## src/cwlp_pkg.sv

```systemverilog
`default_nettype none
// ----------------------------------------------------------------------------
// cwlp_pkg
// Shared constants, types and helpers for the weight layout permuter.
// ----------------------------------------------------------------------------
package cwlp_pkg;

    localparam int MAX_CHANNELS = 4096;
    localparam int MAX_SIDE     = 16;

    localparam int DATA_W     = 32;
    localparam int ADDR_W     = 34;
    localparam int CFG_IDX_W  = 3;
    localparam int CFG_DATA_W = 13;
    localparam int CH_CFG_W   = 13;
    localparam int SIDE_CFG_W = 5;

    // clamped dimensions and position counters
    localparam int CH_DIM_W   = $clog2(MAX_CHANNELS + 1);
    localparam int SIDE_DIM_W = $clog2(MAX_SIDE + 1);
    localparam int CH_POS_W   = (MAX_CHANNELS > 1) ? $clog2(MAX_CHANNELS) : 1;
    localparam int SIDE_POS_W = (MAX_SIDE > 1) ? $clog2(MAX_SIDE) : 1;
    localparam int MUL_W      = (CH_DIM_W > SIDE_DIM_W) ? CH_DIM_W : SIDE_DIM_W;
    localparam int ADD_W      = (CH_POS_W > SIDE_POS_W) ? CH_POS_W : SIDE_POS_W;

    localparam int ELEM_SHIFT = 2;

    localparam int QUEUE_DEPTH = 2;
    localparam int QCNT_W      = $clog2(QUEUE_DEPTH + 1);
    localparam int QPTR_W      = (QUEUE_DEPTH > 1) ? $clog2(QUEUE_DEPTH) : 1;

    localparam logic [CFG_IDX_W-1:0] REG_OUT_CHANNELS  = 3'd0;
    localparam logic [CFG_IDX_W-1:0] REG_IN_CHANNELS   = 3'd1;
    localparam logic [CFG_IDX_W-1:0] REG_KERNEL_HEIGHT = 3'd2;
    localparam logic [CFG_IDX_W-1:0] REG_KERNEL_WIDTH  = 3'd3;
    localparam logic [CFG_IDX_W-1:0] REG_DEPTHWISE     = 3'd4;
    localparam logic [CFG_IDX_W-1:0] REG_ELEM_BYTES    = 3'd5;

    // index = ((start * mul1 + add1) * mul2 + add2) * mul3 + add3
    typedef struct packed {
        logic [CH_POS_W-1:0]   start;
        logic [SIDE_DIM_W-1:0] mul1;
        logic [SIDE_POS_W-1:0] add1;
        logic [SIDE_DIM_W-1:0] mul2;
        logic [SIDE_POS_W-1:0] add2;
        logic [CH_DIM_W-1:0]   mul3;
        logic [CH_POS_W-1:0]   add3;
        logic                  quad;
        logic [DATA_W-1:0]     data;
        logic                  last;
        logic                  bad;
    } cwlp_job_t;

    typedef enum logic [1:0] {
        BK_IDLE,
        BK_MAC,
        BK_DONE
    } cwlp_back_state_t;

    typedef enum logic [1:0] {
        STEP_ROW,
        STEP_COL,
        STEP_CHAN
    } cwlp_step_t;

    function automatic logic [CH_DIM_W-1:0] clamp_chan(input logic [CH_CFG_W-1:0] v);
        logic [CH_DIM_W-1:0] r;
        if (v == '0) begin
            r = CH_DIM_W'(1);
        end else if (32'(v) > MAX_CHANNELS) begin
            r = CH_DIM_W'(MAX_CHANNELS);
        end else begin
            r = CH_DIM_W'(v);
        end
        return r;
    endfunction

    function automatic logic [SIDE_DIM_W-1:0] clamp_side(input logic [SIDE_CFG_W-1:0] v);
        logic [SIDE_DIM_W-1:0] r;
        if (v == '0) begin
            r = SIDE_DIM_W'(1);
        end else if (32'(v) > MAX_SIDE) begin
            r = SIDE_DIM_W'(MAX_SIDE);
        end else begin
            r = SIDE_DIM_W'(v);
        end
        return r;
    endfunction

endpackage
`default_nettype wire

```

## src/cwlp_fifo.sv

```systemverilog
`default_nettype none
// ----------------------------------------------------------------------------
// cwlp_fifo
// Short register queue carrying address jobs from front to back.
// ----------------------------------------------------------------------------
module cwlp_fifo import cwlp_pkg::*; (
    input  logic      aclk,
    input  logic      aresetn,
    input  logic      push,
    input  cwlp_job_t push_job,
    output logic      full,
    input  logic      pop,
    output logic      head_valid,
    output cwlp_job_t head_job
);

    cwlp_job_t         mem_reg [QUEUE_DEPTH];
    logic [QPTR_W-1:0] wr_ptr_reg, wr_ptr_next;
    logic [QPTR_W-1:0] rd_ptr_reg, rd_ptr_next;
    logic [QCNT_W-1:0] count_reg, count_next;
    logic              do_push, do_pop;

    assign full       = (count_reg == QCNT_W'(QUEUE_DEPTH));
    assign head_valid = (count_reg != '0);
    assign head_job   = mem_reg[rd_ptr_reg];
    assign do_push    = push && !full;
    assign do_pop     = pop && head_valid;

    always_comb begin
        wr_ptr_next = wr_ptr_reg;
        rd_ptr_next = rd_ptr_reg;
        count_next  = count_reg;
        if (do_push) begin
            wr_ptr_next = (wr_ptr_reg == QPTR_W'(QUEUE_DEPTH - 1)) ? '0 : wr_ptr_reg + 1'b1;
        end
        if (do_pop) begin
            rd_ptr_next = (rd_ptr_reg == QPTR_W'(QUEUE_DEPTH - 1)) ? '0 : rd_ptr_reg + 1'b1;
        end
        if (do_push && !do_pop) begin
            count_next = count_reg + 1'b1;
        end else if (do_pop && !do_push) begin
            count_next = count_reg - 1'b1;
        end
    end

    always_ff @(posedge aclk) begin
        if (!aresetn) begin
            wr_ptr_reg <= '0;
            rd_ptr_reg <= '0;
            count_reg  <= '0;
        end else begin
            wr_ptr_reg <= wr_ptr_next;
            rd_ptr_reg <= rd_ptr_next;
            count_reg  <= count_next;
        end
    end

    always_ff @(posedge aclk) begin
        if (do_push) begin
            mem_reg[wr_ptr_reg] <= push_job;
        end
    end

endmodule
`default_nettype wire

```

## src/cwlp_front.sv

```systemverilog
`default_nettype none
// ----------------------------------------------------------------------------
// cwlp_front
// Configuration registers, source position counters and job classification.
// ----------------------------------------------------------------------------
module cwlp_front import cwlp_pkg::*; (
    input  logic                  aclk,
    input  logic                  aresetn,
    input  logic                  s_valid,
    output logic                  s_ready,
    input  logic [DATA_W-1:0]     s_element_data,
    input  logic                  cfg_valid,
    output logic                  cfg_ready,
    input  logic [CFG_IDX_W-1:0]  cfg_index,
    input  logic [CFG_DATA_W-1:0] cfg_data,
    input  logic                  q_full,
    output logic                  q_push,
    output cwlp_job_t             q_job
);

    logic [CH_CFG_W-1:0]   out_channels_reg, out_channels_next;
    logic [CH_CFG_W-1:0]   in_channels_reg, in_channels_next;
    logic [SIDE_CFG_W-1:0] kernel_height_reg, kernel_height_next;
    logic [SIDE_CFG_W-1:0] kernel_width_reg, kernel_width_next;
    logic                  depthwise_reg, depthwise_next;
    logic                  elem_bytes_reg, elem_bytes_next;

    logic [CH_POS_W-1:0]   out_pos_reg, out_pos_next;
    logic [CH_POS_W-1:0]   in_pos_reg, in_pos_next;
    logic [SIDE_POS_W-1:0] row_pos_reg, row_pos_next;
    logic [SIDE_POS_W-1:0] col_pos_reg, col_pos_next;

    logic [CH_DIM_W-1:0]   n_out, n_in;
    logic [SIDE_DIM_W-1:0] n_row, n_col;
    logic                  last_o, last_i, last_h, last_w;
    logic                  accept, cfg_hit;

    assign cfg_ready = 1'b1;
    assign s_ready   = !q_full;
    assign accept    = s_valid && s_ready;
    assign q_push    = accept;

    assign n_out = clamp_chan(out_channels_reg);
    assign n_in  = clamp_chan(in_channels_reg);
    assign n_row = clamp_side(kernel_height_reg);
    assign n_col = clamp_side(kernel_width_reg);

    assign last_o = ((CH_DIM_W+1)'(out_pos_reg) + 1'b1) >= (CH_DIM_W+1)'(n_out);
    assign last_i = ((CH_DIM_W+1)'(in_pos_reg) + 1'b1) >= (CH_DIM_W+1)'(n_in);
    assign last_h = ((SIDE_DIM_W+1)'(row_pos_reg) + 1'b1) >= (SIDE_DIM_W+1)'(n_row);
    assign last_w = ((SIDE_DIM_W+1)'(col_pos_reg) + 1'b1) >= (SIDE_DIM_W+1)'(n_col);

    // register writes
    always_comb begin
        out_channels_next  = out_channels_reg;
        in_channels_next   = in_channels_reg;
        kernel_height_next = kernel_height_reg;
        kernel_width_next  = kernel_width_reg;
        depthwise_next     = depthwise_reg;
        elem_bytes_next    = elem_bytes_reg;
        cfg_hit            = 1'b0;
        if (cfg_valid) begin
            cfg_hit = 1'b1;
            case (cfg_index)
                REG_OUT_CHANNELS:  out_channels_next  = cfg_data[CH_CFG_W-1:0];
                REG_IN_CHANNELS:   in_channels_next   = cfg_data[CH_CFG_W-1:0];
                REG_KERNEL_HEIGHT: kernel_height_next = cfg_data[SIDE_CFG_W-1:0];
                REG_KERNEL_WIDTH:  kernel_width_next  = cfg_data[SIDE_CFG_W-1:0];
                REG_DEPTHWISE:     depthwise_next     = cfg_data[0];
                REG_ELEM_BYTES:    elem_bytes_next    = cfg_data[0];
                default:           cfg_hit            = 1'b0;
            endcase
        end
    end

    // source order counters, column fastest
    always_comb begin
        out_pos_next = out_pos_reg;
        in_pos_next  = in_pos_reg;
        row_pos_next = row_pos_reg;
        col_pos_next = col_pos_reg;
        if (cfg_hit) begin
            out_pos_next = '0;
            in_pos_next  = '0;
            row_pos_next = '0;
            col_pos_next = '0;
        end else if (accept) begin
            col_pos_next = last_w ? '0 : col_pos_reg + 1'b1;
            if (last_w) begin
                row_pos_next = last_h ? '0 : row_pos_reg + 1'b1;
                if (last_h) begin
                    in_pos_next = last_i ? '0 : in_pos_reg + 1'b1;
                    if (last_i) begin
                        out_pos_next = last_o ? '0 : out_pos_reg + 1'b1;
                    end
                end
            end
        end
    end

    // standard: ((o*H+h)*W+w)*C+i, depthwise: ((0*H+h)*W+w)*O+o
    always_comb begin
        q_job.start = depthwise_reg ? '0 : out_pos_reg;
        q_job.mul1  = n_row;
        q_job.add1  = row_pos_reg;
        q_job.mul2  = n_col;
        q_job.add2  = col_pos_reg;
        q_job.mul3  = depthwise_reg ? n_out : n_in;
        q_job.add3  = depthwise_reg ? out_pos_reg : in_pos_reg;
        q_job.quad  = elem_bytes_reg;
        q_job.data  = s_element_data;
        q_job.last  = last_o && last_i && last_h && last_w;
        q_job.bad   = depthwise_reg && (n_in != CH_DIM_W'(1));
    end

    always_ff @(posedge aclk) begin
        if (!aresetn) begin
            out_channels_reg  <= CH_CFG_W'(1);
            in_channels_reg   <= CH_CFG_W'(1);
            kernel_height_reg <= SIDE_CFG_W'(1);
            kernel_width_reg  <= SIDE_CFG_W'(1);
            depthwise_reg     <= 1'b0;
            elem_bytes_reg    <= 1'b0;
            out_pos_reg       <= '0;
            in_pos_reg        <= '0;
            row_pos_reg       <= '0;
            col_pos_reg       <= '0;
        end else begin
            out_channels_reg  <= out_channels_next;
            in_channels_reg   <= in_channels_next;
            kernel_height_reg <= kernel_height_next;
            kernel_width_reg  <= kernel_width_next;
            depthwise_reg     <= depthwise_next;
            elem_bytes_reg    <= elem_bytes_next;
            out_pos_reg       <= out_pos_next;
            in_pos_reg        <= in_pos_next;
            row_pos_reg       <= row_pos_next;
            col_pos_reg       <= col_pos_next;
        end
    end

endmodule
`default_nettype wire

```

## src/cwlp_back.sv

```systemverilog
`default_nettype none
// ----------------------------------------------------------------------------
// cwlp_back
// Address sequencer: three steps on one multiply-add, then output register.
// ----------------------------------------------------------------------------
module cwlp_back import cwlp_pkg::*; (
    input  logic              aclk,
    input  logic              aresetn,
    input  logic              q_valid,
    input  cwlp_job_t         q_job,
    output logic              q_pop,
    output logic              m_valid,
    input  logic              m_ready,
    output logic [ADDR_W-1:0] m_byte_address,
    output logic [DATA_W-1:0] m_element_out,
    output logic              m_last_element,
    output logic              m_bad_config
);

    cwlp_back_state_t    state_reg, state_next;
    cwlp_step_t          step_reg, step_next;
    cwlp_job_t           job_reg;
    logic [ADDR_W-1:0]   acc_reg;
    logic                m_valid_reg;
    logic [ADDR_W-1:0]   addr_reg;
    logic [DATA_W-1:0]   data_reg;
    logic                last_reg, bad_reg;

    logic                out_free, load_out;
    logic [MUL_W-1:0]    mul_op;
    logic [ADD_W-1:0]    add_op;
    logic [ADDR_W+MUL_W-1:0] prod;
    logic [ADDR_W-1:0]   mac_next;
    logic [ADDR_W-1:0]   addr_scaled;

    assign out_free = !m_valid_reg || m_ready;

    // next state
    always_comb begin
        state_next = state_reg;
        case (state_reg)
            BK_IDLE: begin
                if (q_valid) begin
                    state_next = BK_MAC;
                end
            end
            BK_MAC: begin
                if (step_reg == STEP_CHAN) begin
                    state_next = BK_DONE;
                end
            end
            BK_DONE: begin
                if (out_free) begin
                    state_next = BK_IDLE;
                end
            end
            default: state_next = BK_IDLE;
        endcase
    end

    // outputs of the sequencer
    always_comb begin
        q_pop    = 1'b0;
        load_out = 1'b0;
        case (state_reg)
            BK_IDLE: q_pop    = q_valid;
            BK_DONE: load_out = out_free;
            default: begin
                q_pop    = 1'b0;
                load_out = 1'b0;
            end
        endcase
    end

    always_comb begin
        case (step_reg)
            STEP_ROW: begin
                mul_op    = MUL_W'(job_reg.mul1);
                add_op    = ADD_W'(job_reg.add1);
                step_next = STEP_COL;
            end
            STEP_COL: begin
                mul_op    = MUL_W'(job_reg.mul2);
                add_op    = ADD_W'(job_reg.add2);
                step_next = STEP_CHAN;
            end
            default: begin
                mul_op    = MUL_W'(job_reg.mul3);
                add_op    = ADD_W'(job_reg.add3);
                step_next = STEP_ROW;
            end
        endcase
    end

    assign prod        = acc_reg * mul_op;
    assign mac_next    = prod[ADDR_W-1:0] + ADDR_W'(add_op);
    assign addr_scaled = job_reg.quad ? (acc_reg << ELEM_SHIFT) : acc_reg;

    always_ff @(posedge aclk) begin
        if (!aresetn) begin
            state_reg   <= BK_IDLE;
            step_reg    <= STEP_ROW;
            m_valid_reg <= 1'b0;
        end else begin
            state_reg <= state_next;
            if (q_pop) begin
                step_reg <= STEP_ROW;
            end else if (state_reg == BK_MAC) begin
                step_reg <= step_next;
            end
            if (load_out) begin
                m_valid_reg <= 1'b1;
            end else if (m_ready) begin
                m_valid_reg <= 1'b0;
            end
        end
    end

    always_ff @(posedge aclk) begin
        if (q_pop) begin
            job_reg <= q_job;
            acc_reg <= ADDR_W'(q_job.start);
        end else if (state_reg == BK_MAC) begin
            acc_reg <= mac_next;
        end
        if (load_out) begin
            addr_reg <= addr_scaled;
            data_reg <= job_reg.data;
            last_reg <= job_reg.last;
            bad_reg  <= job_reg.bad;
        end
    end

    assign m_valid        = m_valid_reg;
    assign m_byte_address = addr_reg;
    assign m_element_out  = data_reg;
    assign m_last_element = last_reg;
    assign m_bad_config   = bad_reg;

endmodule
`default_nettype wire

```

## src/conv_weight_layout_permute.sv

```systemverilog
`default_nettype none
// flow: an accepted element is queued, then the back sequencer pops it, makes three passes
// through its shared multiply-add and loads the output register; it handles one element
// at a time and holds in its done state while the output stalls; the 2-entry queue absorbs bursts
// reset: synchronous active-low aresetn; registers return to 1x1x1x1, standard
// layout, one-byte elements; counters, queue and output valid cleared
// ----------------------------------------------------------------------------
// conv_weight_layout_permute
// Streams convolution weights and gives each one its byte address in the
// permuted (channel-last or depthwise) layout.
// ----------------------------------------------------------------------------
module conv_weight_layout_permute import cwlp_pkg::*; (
    input  logic                  aclk,
    input  logic                  aresetn,
    input  logic                  s_valid,
    output logic                  s_ready,
    input  logic [DATA_W-1:0]     s_element_data,
    output logic                  m_valid,
    input  logic                  m_ready,
    output logic [ADDR_W-1:0]     m_byte_address,
    output logic [DATA_W-1:0]     m_element_out,
    output logic                  m_last_element,
    output logic                  m_bad_config,
    input  logic                  cfg_valid,
    output logic                  cfg_ready,
    input  logic [CFG_IDX_W-1:0]  cfg_index,
    input  logic [CFG_DATA_W-1:0] cfg_data
);

    logic      q_full, q_push, q_pop, q_valid;
    cwlp_job_t push_job, head_job;

    cwlp_front u_front (
        .aclk           (aclk),
        .aresetn        (aresetn),
        .s_valid        (s_valid),
        .s_ready        (s_ready),
        .s_element_data (s_element_data),
        .cfg_valid      (cfg_valid),
        .cfg_ready      (cfg_ready),
        .cfg_index      (cfg_index),
        .cfg_data       (cfg_data),
        .q_full         (q_full),
        .q_push         (q_push),
        .q_job          (push_job)
    );

    cwlp_fifo u_fifo (
        .aclk       (aclk),
        .aresetn    (aresetn),
        .push       (q_push),
        .push_job   (push_job),
        .full       (q_full),
        .pop        (q_pop),
        .head_valid (q_valid),
        .head_job   (head_job)
    );

    cwlp_back u_back (
        .aclk           (aclk),
        .aresetn        (aresetn),
        .q_valid        (q_valid),
        .q_job          (head_job),
        .q_pop          (q_pop),
        .m_valid        (m_valid),
        .m_ready        (m_ready),
        .m_byte_address (m_byte_address),
        .m_element_out  (m_element_out),
        .m_last_element (m_last_element),
        .m_bad_config   (m_bad_config)
    );

endmodule
`default_nettype wire

```

## config.mk

```make
export PLATFORM = sky130hd
export DESIGN_NAME = conv_weight_layout_permute
export DESIGN_NICKNAME = d
export VERILOG_FILES = /design/src/cwlp_pkg.sv /design/src/cwlp_fifo.sv /design/src/cwlp_front.sv /design/src/cwlp_back.sv /design/src/conv_weight_layout_permute.sv
export SDC_FILE = /design/constraint.sdc
export NUM_CORES = 1
export LEC_CHECK = 0
export BUFFER_PORTS_ARGS = -buffer_cell sky130_fd_sc_hd__buf_2
export CAP_MARGIN = 20
export CORE_MARGIN = 5
export CORE_UTILIZATION = 57
export CTS_CLUSTER_SIZE = 30
export DETAILED_ROUTE_END_ITERATION = 7
export PLACE_DENSITY = 0.89
export SLEW_MARGIN = 30
export SYNTH_ARGS = -nofsm -noshare
export SYNTH_HDL_FRONTEND = slang
export SYNTH_SLANG_ARGS = --single-unit
export TNS_END_PERCENT = 5
```

## constraint.sdc

```tcl
create_clock -name aclk -period 6.9 [get_ports aclk]
set_clock_uncertainty 0.15 [all_clocks]
set_input_delay 0.69 -clock aclk [delete_from_list [all_inputs] [get_ports aclk]]
set_output_delay 0.69 -clock aclk [all_outputs]
set_load 0.005 [all_outputs]
```

---- Yosys cells after proc, flatten, opt, wreduce, memory -nomap -nowiden ----
Memory sizes are Yosys's and may differ from the RTL's. A register that Yosys moved wholly into a read port is not among the register bits.
Index checks and enable logic that the tools add are counted.
word-level totals
  flip-flop bits (word level) ............. 259
  output and inout bits ................... 71
  input port bits ......................... 53
  RAM bits ................................ 180
  memories kept ........................... 1
  word-level logic and storage cells ...... 148
operators by class
  add/subtract/negate cells ............... 13
  reductions and logical operators ........ 38
  order comparisons ....................... 8
  equal/unequal tests ..................... 14
  $mul .................................... 1
  bitwise logic cells ..................... 1
  multiplexer cells ....................... 39
memory list
  memory          depth  bits a word  read ports  clocked after Yosys merged registers in  wr ports  line             source
  u_fifo.mem_reg  2      90           1           1                                        1         cwlp_fifo.sv:17  cwlp_job_t mem_reg [QUEUE_DEPTH];
operators by type and width
  cell                                                              number
  12-bit 2-to-1 mux                                                 6
  13-bit 2-to-1 mux                                                 5
  34-bit by 12-bit adder with 34-bit output                         1
  34-bit by 13-bit multiplier with 34-bit output                    1
  34-bit 2-to-1 mux                                                 1
  14-bit by 13-bit >= comparator with 1-bit output                  2
  12-bit by 1-bit adder with 13-bit output, second input constant   2
  13-bit greater-than comparator, second input constant             2
  13-bit zero test                                                  2
  13-bit case mux with 2 select lines                               1
  12-bit by 1-bit adder with 12-bit output, second input constant   2
  12-bit case mux with 2 select lines                               1
  5-bit 2-to-1 mux                                                  4
  2-bit AND reduction                                               7
  13-bit by 1-bit != test with 1-bit output, second input constant  1
  6-bit by 5-bit >= comparator with 1-bit output                    2
  1-bit 2-to-1 mux                                                  12
  4-bit by 1-bit adder with 5-bit output, second input constant     2
  5-bit greater-than comparator, second input constant              2
  5-bit zero test                                                   2
  2-bit 2-to-1 mux                                                  5
  1-bit logical AND                                                 9
  4-bit by 1-bit adder with 4-bit output, second input constant     2
  4-bit 2-to-1 mux                                                  2
  other kinds (21)                                                  38

---- Logic depth before layout (Yosys ltp) ----
Gate-level depths: netlist of run 1.
  depth in word-level cells ............... 8
  mapped depth ............................ 29
  mapped depth without buffers ............ 25

---- Modules after synthesis ----
From an unflattened synthesis of run 1, not the netlist that was laid out.
unflattened totals
  cell total of the unflattened synthesis .. 2585
  area total of the unflattened synthesis .. 29530.8 um^2
by module, submodules not included
  module      sequential area each (um^2)  instances  cells each  area each (um^2)
  cwlp_back   5285.1                       1          1645        17724.5
  cwlp_fifo   5505.3                       1          305         6727.7
  cwlp_front  1401.3                       1          635         5078.6

---- Worst setup path before layout of run 1 ----
No wires, ideal clock.
  kind .................................... flip-flop to flip-flop
  from .................................... reg u_back.step_reg[0]
  to ...................................... reg u_back.acc_reg[28]
  library setup time ...................... 0.275 ns
  cell stages (with the launch flop) ...... 29
  arrival ................................. 6.095 ns
  buffers on the path ..................... 3
  slack ................................... 0.380 ns
  required time ........................... 6.475 ns
  period minus slack after synthesis ...... 6.520 ns
  cells stage by stage .................... dfxtp_1 > buf_2 > buf_4 > mux2i_1 > o21ai_1 > clkbuf_1 > and2_1 > fa_1 > inv_1 > fa_1 > inv_1 > fa_1 > inv_1 > fa_1 > inv_1 > fa_1 > inv_1 > fa_1 > inv_1 > ha_1 > o21ai_0 > nor4_1 > o31ai_1 > a21oi_2 > o221ai_2 > o21ai_0 > xor2_1 > nand2_1 > a21oi_1
between the ends
  longest elaborated chain between the ends .. 4
  elaborated cells on any way between the ends .. 6
  those cells by class .................... add/sub: 1; mul: 1; eq/ne: 1; mux: 2; reduce/logical: 1
ends and longest elaborated chain
  what                                                                         line              source
  start: declaration                                                           cwlp_back.sv:21   cwlp_step_t step_reg, step_next;
  start signal: assignment                                                     cwlp_back.sv:109  step_reg <= step_next;
  2-bit by 1-bit == test with 1-bit output or 2-bit zero test (tied branches)  cwlp_back.sv:76   case (step_reg)
  13-bit case mux with 2 select lines                                          cwlp_back.sv:76
  34-bit by 13-bit multiplier with 34-bit output                               cwlp_back.sv:95   assign prod = acc_reg * mul_op;
  34-bit by 12-bit adder with 34-bit output *                                  cwlp_back.sv:96   assign mac_next = prod[ADDR_W-1:0] + ADDR_W'(add_op);
  end signal: assignment                                                       cwlp_back.sv:122  acc_reg <= ADDR_W'(q_job.start);
  end signal: assignment                                                       cwlp_back.sv:124  acc_reg <= mac_next;
  end: declaration                                                             cwlp_back.sv:23   logic [ADDR_W-1:0] acc_reg;
Mark *: on every way between the ends. The rest lies on a longest branch, timed or not.
A chain may end at the register's enable or synchronous reset.

---- Worst setup path in the final report of run 1 ----
  from .................................... reg u_back.step_reg[1]
  to ...................................... reg u_back.acc_reg[27]
Same word-level chain as after synthesis.

==> results of run 1 <==
[logic make-up after synthesis]
logic type               synth area share, %
AND/OR/NAND/NOR                         12.4
flip-flops                              42.5
buffers and inverters                   5.60
adder cells (fa/ha/maj)                 25.4
AO/OA/AOI/OAI                           5.17
multiplexers                            6.40
XOR/XNOR                                2.50
other                                 0.0131
[metal layers]
layer  part of all wire (%)  global-route usage, %  vias up
li1                       -                      -     8425
met1                     36                   33.0     9736
met2                     49                   43.6     1258
met3                    9.8                   5.87      293
met4                    5.1                   11.0        0
met5                      0                      0        -
[how the worst min path moves through the flow]
stage / cells past startpoint / slack, ps / end
after floorplan: 0 / 250 / u_back.m_bad_config$_DFFE_PP_
after global routing: 1 / 130 / u_fifo.mem_reg[1][14]$_DFFE_PP_
after global placement: 0 / 250 / u_back.m_element_out[18]$_DFFE_PP_
after CTS: 1 / 120 / u_fifo.mem_reg[0][12]$_DFFE_PP_
after detailed placement: 0 / 250 / u_back.m_element_out[30]$_DFFE_PP_
final: 1 / 140 / u_fifo.mem_reg[0][12]$_DFFE_PP_
[worst register-to-register path: cells and delay by family, from the launching register on]
kind	cells	cell delay, ps
AOI/OAI and AO/OA	6	940
adders and majority gates	7	3250
buffers and inverters	4	740
DFF	1	460
and+or+nand+nor	5	1220
[cell usage after synthesis, drive strengths merged, types with 6 or more instances]
cell type	count	area [um^2]
nand2	370	1390
edfxtp	338	10100
fa	287	5750
inv	284	1070
ha	124	1550
mux2	124	1400
clkbuf	107	402
dfxtp	102	2040
and2	100	626
and3	96	601
o21ai	64	328
a21oi	61	313
xnor2	51	447
mux2i	44	440
nor2	40	150
nor2b	32	200
xor2	31	272
nand3	29	145
a21boi	28	210
a21o	23	173
buf	22	131
a22o	15	131
nand2b	14	87.6
nor3	13	70.1
nand4	7	43.8
nor4	7	43.8
a211oi	6	45.0
o21a	6	45.0
o21bai	6	45.0
[final cells by class]
| class | count | share of cell area [%] |
|---|---|---|
| multi-input combinational | 1626 | 47.5 |
| sequential | 440 | 38.4 |
| clock buffer | 51 | 3.58 |
| timing repair buffer | 182 | 3.49 |
| inverter | 286 | 3.38 |
| tap | 672 | 2.65 |
| clock inverter | 31 | 1.00 |
| antenna | 1 | 0.00788 |
[metrics by stage]
step / instances / worst slack [ps] / hold slack (ps)
after floorplan: 2481 / 380 / 250
after global placement: 3201 / 153 / 251
after detailed placement: 3201 / 12.8 / 255
after CTS: 3283 / 29.8 / 125
after global routing: 3288 / -96.7 / 126
final: 3289 / 33.5 / 142
[repair_timing]
item                       CTS  global route
setup buffers                0             3
setup endpoints to repair    3            11
pin swaps                    1            15
resized for setup            4            33
==> flow_metrics.env, run 1 <==
export IMPL_end_kind="flop"
export IMPL_drv_slew=0
export IMPL_layout_common_cells="nand2_1 (368), edfxtp_1 (338), fa_1 (287)"
export IMPL_rows=82
export IMPL_die_y_um=234
export IMPL_clk_root_buffer_cell="clkbuf_16"
export IMPL_min_period_ps=6870
export IMPL_drc=0
export IMPL_cp_slowest_cell="fa_1"
export IMPL_ys_warn_count=0
export IMPL_async_flop_share_pct=0
export IMPL_synth_edf_count=338
export IMPL_hp_start="s_element_data[10]"
export IMPL_cp_cell_sequence="buf_4, and2_1, buf_4, nand2_1, fa_1, fa_1, inv_1, fa_1, fa_1, fa_1, ha_1, ha_1, nand3_1, nor3_1, o211ai_1, a21oi_1, buf_4, o21ai_4, o21ai_1, a21oi_1, or3_1, a31oi_1"
export IMPL_required_ps=7240
export IMPL_hold_viol=0
export IMPL_rr_worst_depth=22
export IMPL_max_stage_delay_ps=550
export IMPL_die_area_um2=54900
export IMPL_wl_per_cell_um=22.1
export IMPL_synth_distinct_cells=63
export IMPL_max_slew_margin_pct=40.1
export IMPL_clock_latency_ps=590
export IMPL_path_class="flop to flop"
export IMPL_finish_instance_area_um2=31800
export IMPL_boundaryPins=124
export IMPL_crit_end="u_back.acc_reg[27]$_SDFFE_PP0P_"
export IMPL_worst_hold_path_type="input port to flop"
export IMPL_layout_drive_gt1_share_pct=16.3
export IMPL_fin_nets=3044
export IMPL_critPathLaunchType="flop"
export IMPL_clock_sinks=440
export IMPL_grt_pass1_vias=20798
export IMPL_post_route_util_pct=63.6
export IMPL_cp_max_fo=21
export IMPL_layout_commonest_cell="nand2_1"
export IMPL_globalRoute_totalOverflow=0
export IMPL_crit_family="adder cells"
export IMPL_crit_top_cell="fa_1"
export IMPL_start_util_pct=57.4
export IMPL_synth_main_ff_cell="edfxtp_1"
export IMPL_first_pass_iters=6
export IMPL_postCtsHoldBufs=0
export IMPL_grt_pass1_wl_um=112000
export IMPL_reg2reg_slack_ps=30
export IMPL_final_fill_count=3458
export IMPL_syn_nets=2945
export IMPL_critical_path_startpoint="u_back.step_reg[1]$_SDFFE_PP0P_"
export IMPL_r2r_end="u_back.acc_reg[27]$_SDFFE_PP0P_"
export IMPL_gp_congestion=0.960
export IMPL_worst_pin_slew_ps=897
export IMPL_grt_max_degree=79
export IMPL_cts_tree="yes"
export IMPL_placed_area_um2=30100
export IMPL_status="complete, no violations"
export IMPL_synthCells=2481
export IMPL_antenna_left=0
export IMPL_ys_seq_elements=440
export IMPL_synth_seq_area_share_pct=42.5
export IMPL_multiInputGateArea_um2=15100
export IMPL_setup_tns_ps=0
export IMPL_core_area_um2=50000
export IMPL_avgViaCountPerCell=5.99
export IMPL_cp_num_buf_inv=4
export IMPL_seqCellArea_um2=12200
export IMPL_max_cap_violations=0
export IMPL_drt_initial_drc_count=2127
export IMPL_crit_cells=22
export IMPL_port_buffers=122
export IMPL_dpl_hpwl_um=50500
export IMPL_clk_path_buf_depth=3
export IMPL_htreeDepth=2
export IMPL_syn_avg_cell_area_um2=11.6
export IMPL_area_delta_synth_final_pct=10.8
export IMPL_grt_use_total_pct=26.1
export IMPL_rr_startpoint="u_back.step_reg[1]$_SDFFE_PP0P_"
export IMPL_numCtsBuffers=44
export IMPL_clkTransAtPathRegs_ps=70
export IMPL_vias=19712
export IMPL_timing_fmax_ghz=0.146
export IMPL_cp_arrival_ps=7210
export IMPL_die_width_um=234
export IMPL_antenna_found_initial=1
export IMPL_syn_cell_area_um2=28700
export IMPL_setup_viol=0
export IMPL_post_route_period_util_pct=99.5
export IMPL_largest_reg_flops=180
export IMPL_drt_total_wl_um=72700
Power of run 1 is not shown: default switching activity piles up to over one toggle a cycle in this logic, so the estimate is an artifact.
==> inputs of run 2 (changes only) <==
- PLACE_DENSITY: 0.89 -> 0.83
- clock period: 6.9 -> 6.09 ns (I/O delays scaled with it)
==> run 2 against run 1 <==
  * The flow now finishes with violations (negative setup slack)
  * Worst setup slack worse by 640 ps
  * Routed wire length is 4.6% lower
  * Clock-buffer cell count is 8 higher
  * First-iteration DRC count is 16% lower
  * Register-to-register slack worse by 640 ps
  * Highest routed layer unchanged
==> flow_metrics.env, run 2 (synthesis gave the netlist of run 1 again) <==
export IMPL_status="finished, violations left"
export IMPL_violations="negative setup slack"
export IMPL_first_pass_iters=7
export IMPL_clk_root_buffer_cell="clkbuf_16"
export IMPL_layout_common_cells="nand2_1 (367), edfxtp_1 (338), fa_1 (286)"
export IMPL_grt_max_degree=78
export IMPL_cp_max_fo=14
export IMPL_core_area_um2=50000
export IMPL_grt_use_total_pct=25.2
export IMPL_min_period_ps=6690
export IMPL_drc=0
export IMPL_numCtsBuffers=45
export IMPL_postCtsHoldBufs=0
export IMPL_die_width_um=234
export IMPL_max_slew_margin_pct=36.4
export IMPL_setup_viol=24
export IMPL_post_route_period_util_pct=110
export IMPL_drt_total_wl_um=69300
export IMPL_cp_num_buf_inv=8
export IMPL_area_delta_synth_final_pct=14.3
export IMPL_clk_path_buf_depth=3
export IMPL_hp_start="s_element_data[14]"
export IMPL_layout_commonest_cell="nand2_1"
export IMPL_critical_path_startpoint="u_back.step_reg[0]$_SDFFE_PP0P_"
export IMPL_rsz0062_at_grt="true"
export IMPL_worst_hold_path_type="input port to flop"
export IMPL_dpl_hpwl_um=49300
export IMPL_wl_per_cell_um=20.5
export IMPL_die_y_um=234
export IMPL_finish_instance_area_um2=32800
export IMPL_end_kind="flop"
export IMPL_crit_family="adder cells"
export IMPL_hold_viol=0
export IMPL_die_area_um2=54900
export IMPL_largest_reg_flops=180
export IMPL_r2r_end="u_back.acc_reg[31]$_SDFFE_PP0P_"
export IMPL_vias=19422
export IMPL_antenna_left=0
export IMPL_hold_slack_ps=78.3
export IMPL_hold_path_depth=1
export IMPL_grt_pass1_vias=20347
export IMPL_crit_end="u_back.acc_reg[31]$_SDFFE_PP0P_"
export IMPL_placed_area_um2=30900
export IMPL_critPathLaunchType="flop"
export IMPL_layout_drive_gt1_share_pct=20.5
export IMPL_boundaryPins=124
export IMPL_rr_worst_depth=26
export IMPL_avgViaCountPerCell=5.73
export IMPL_htreeDepth=2
export IMPL_gp_congestion=0.957
export IMPL_worst_pin_slew_ps=952
export IMPL_drv_slew=0
export IMPL_reg2reg_slack_ps=-600
export IMPL_cts_tree="yes"
export IMPL_path_class="flop to flop"
export IMPL_post_route_util_pct=65.6
export IMPL_fin_nets=3142
export IMPL_grt_pass1_wl_um=109000
export IMPL_required_ps=6370
export IMPL_globalRoute_totalOverflow=0
export IMPL_rows=82
export IMPL_clock_sinks=440
export IMPL_drt_initial_drc_count=1794
export IMPL_setup_ws_ps=-602
export IMPL_crit_cells=26
export IMPL_timing_fmax_ghz=0.149
export IMPL_cp_slowest_cell="fa_1"
export IMPL_crit_top_cell="fa_1"
export IMPL_max_stage_delay_ps=510
export IMPL_rr_startpoint="u_back.step_reg[0]$_SDFFE_PP0P_"
export IMPL_antenna_found_initial=0
export IMPL_clkTransAtPathRegs_ps=60
export IMPL_start_util_pct=57.4
export IMPL_clock_latency_ps=570
export IMPL_cp_arrival_ps=6970
export IMPL_port_buffers=122
export IMPL_max_cap_violations=0
[run 2: cell count changes in the layout (fill, tap and decap cells not counted), moves of 5 or more]
cell / delta
and2_1: -5
a21oi_1: -9
buf_4: +88
buf_12: +5
o21ai_0: -7
inv_1: -5
inv_2: +5
and2_4: +7
a21oi_2: +9
[run 2: metal layers]
metal | global-route usage, % | wire (um)
met1 | 33.6 | 27000
met2 | 42.1 | 34500
met3 | 4.13 | 5100
met4 | 9.14 | 2740
met5 | 0 | 0
[run 2: worst reg2reg max path: cells and delay by family (launching register included)]
| kind | cells | cell delay, ps |
|---|---|---|
| fa+ha+maj | 7 | 3110 |
| buf+inv | 8 | 580 |
| mux | 1 | 280 |
| flops | 1 | 360 |
| simple gates | 2 | 500 |
| compound gates | 7 | 1310 |
| xor+xnor | 1 | 250 |
[run 2: repair_timing]
| action | 4_1_cts | 5_1_grt |
|---|---|---|
| setup buffers | 2 | 3 |
| endpoints found under the setup margin | 24 | 28 |
| pin swaps | 19 | 34 |
| gates resized for setup | 15 | 41 |
| cloned | 1 | 0 |
[run 2: worst min path at each step]
| stage | to | slack [ps] |
|---|---|---|
| global placement | u_back.m_element_out[26]$_DFFE_PP_ | 250 |
| global route | u_fifo.mem_reg[0][9]$_DFFE_PP_ | 50 |
| detailed placement | u_back.m_element_out[0]$_DFFE_PP_ | 250 |
| CTS | u_fifo.mem_reg[1][15]$_DFFE_PP_ | 50 |
| floorplan | u_back.m_bad_config$_DFFE_PP_ | 250 |
| finish | u_fifo.mem_reg[1][16]$_DFFE_PP_ | 80 |
[run 2: cell type report]
cell class / instances / area [um^2]
Fill cell: 3466 / 17200
Clock inverter: 24 / 275
Timing Repair Buffer: 279 / 1940
Clock buffer: 59 / 1220
Multi-Input combinational cell: 1626 / 15200
Inverter: 286 / 1070
Antenna cell: 1 / 2.50
Sequential cell: 440 / 12200
Tap cell: 672 / 841
[run 2: metrics by stage]
| step | instances | setup slack [ps] | TNS [ps] |
|---|---|---|---|
| after floorplan | 2481 | -46.1 | -151 |
| after global placement | 3297 | -401 | -4070 |
| after detailed placement | 3297 | -517 | -6490 |
| after CTS | 3383 | -410 | -4720 |
| after global routing | 3386 | -748 | -12050 |
| final | 3387 | -602 | -6490 |
Power of run 2 is left out for the same reason.
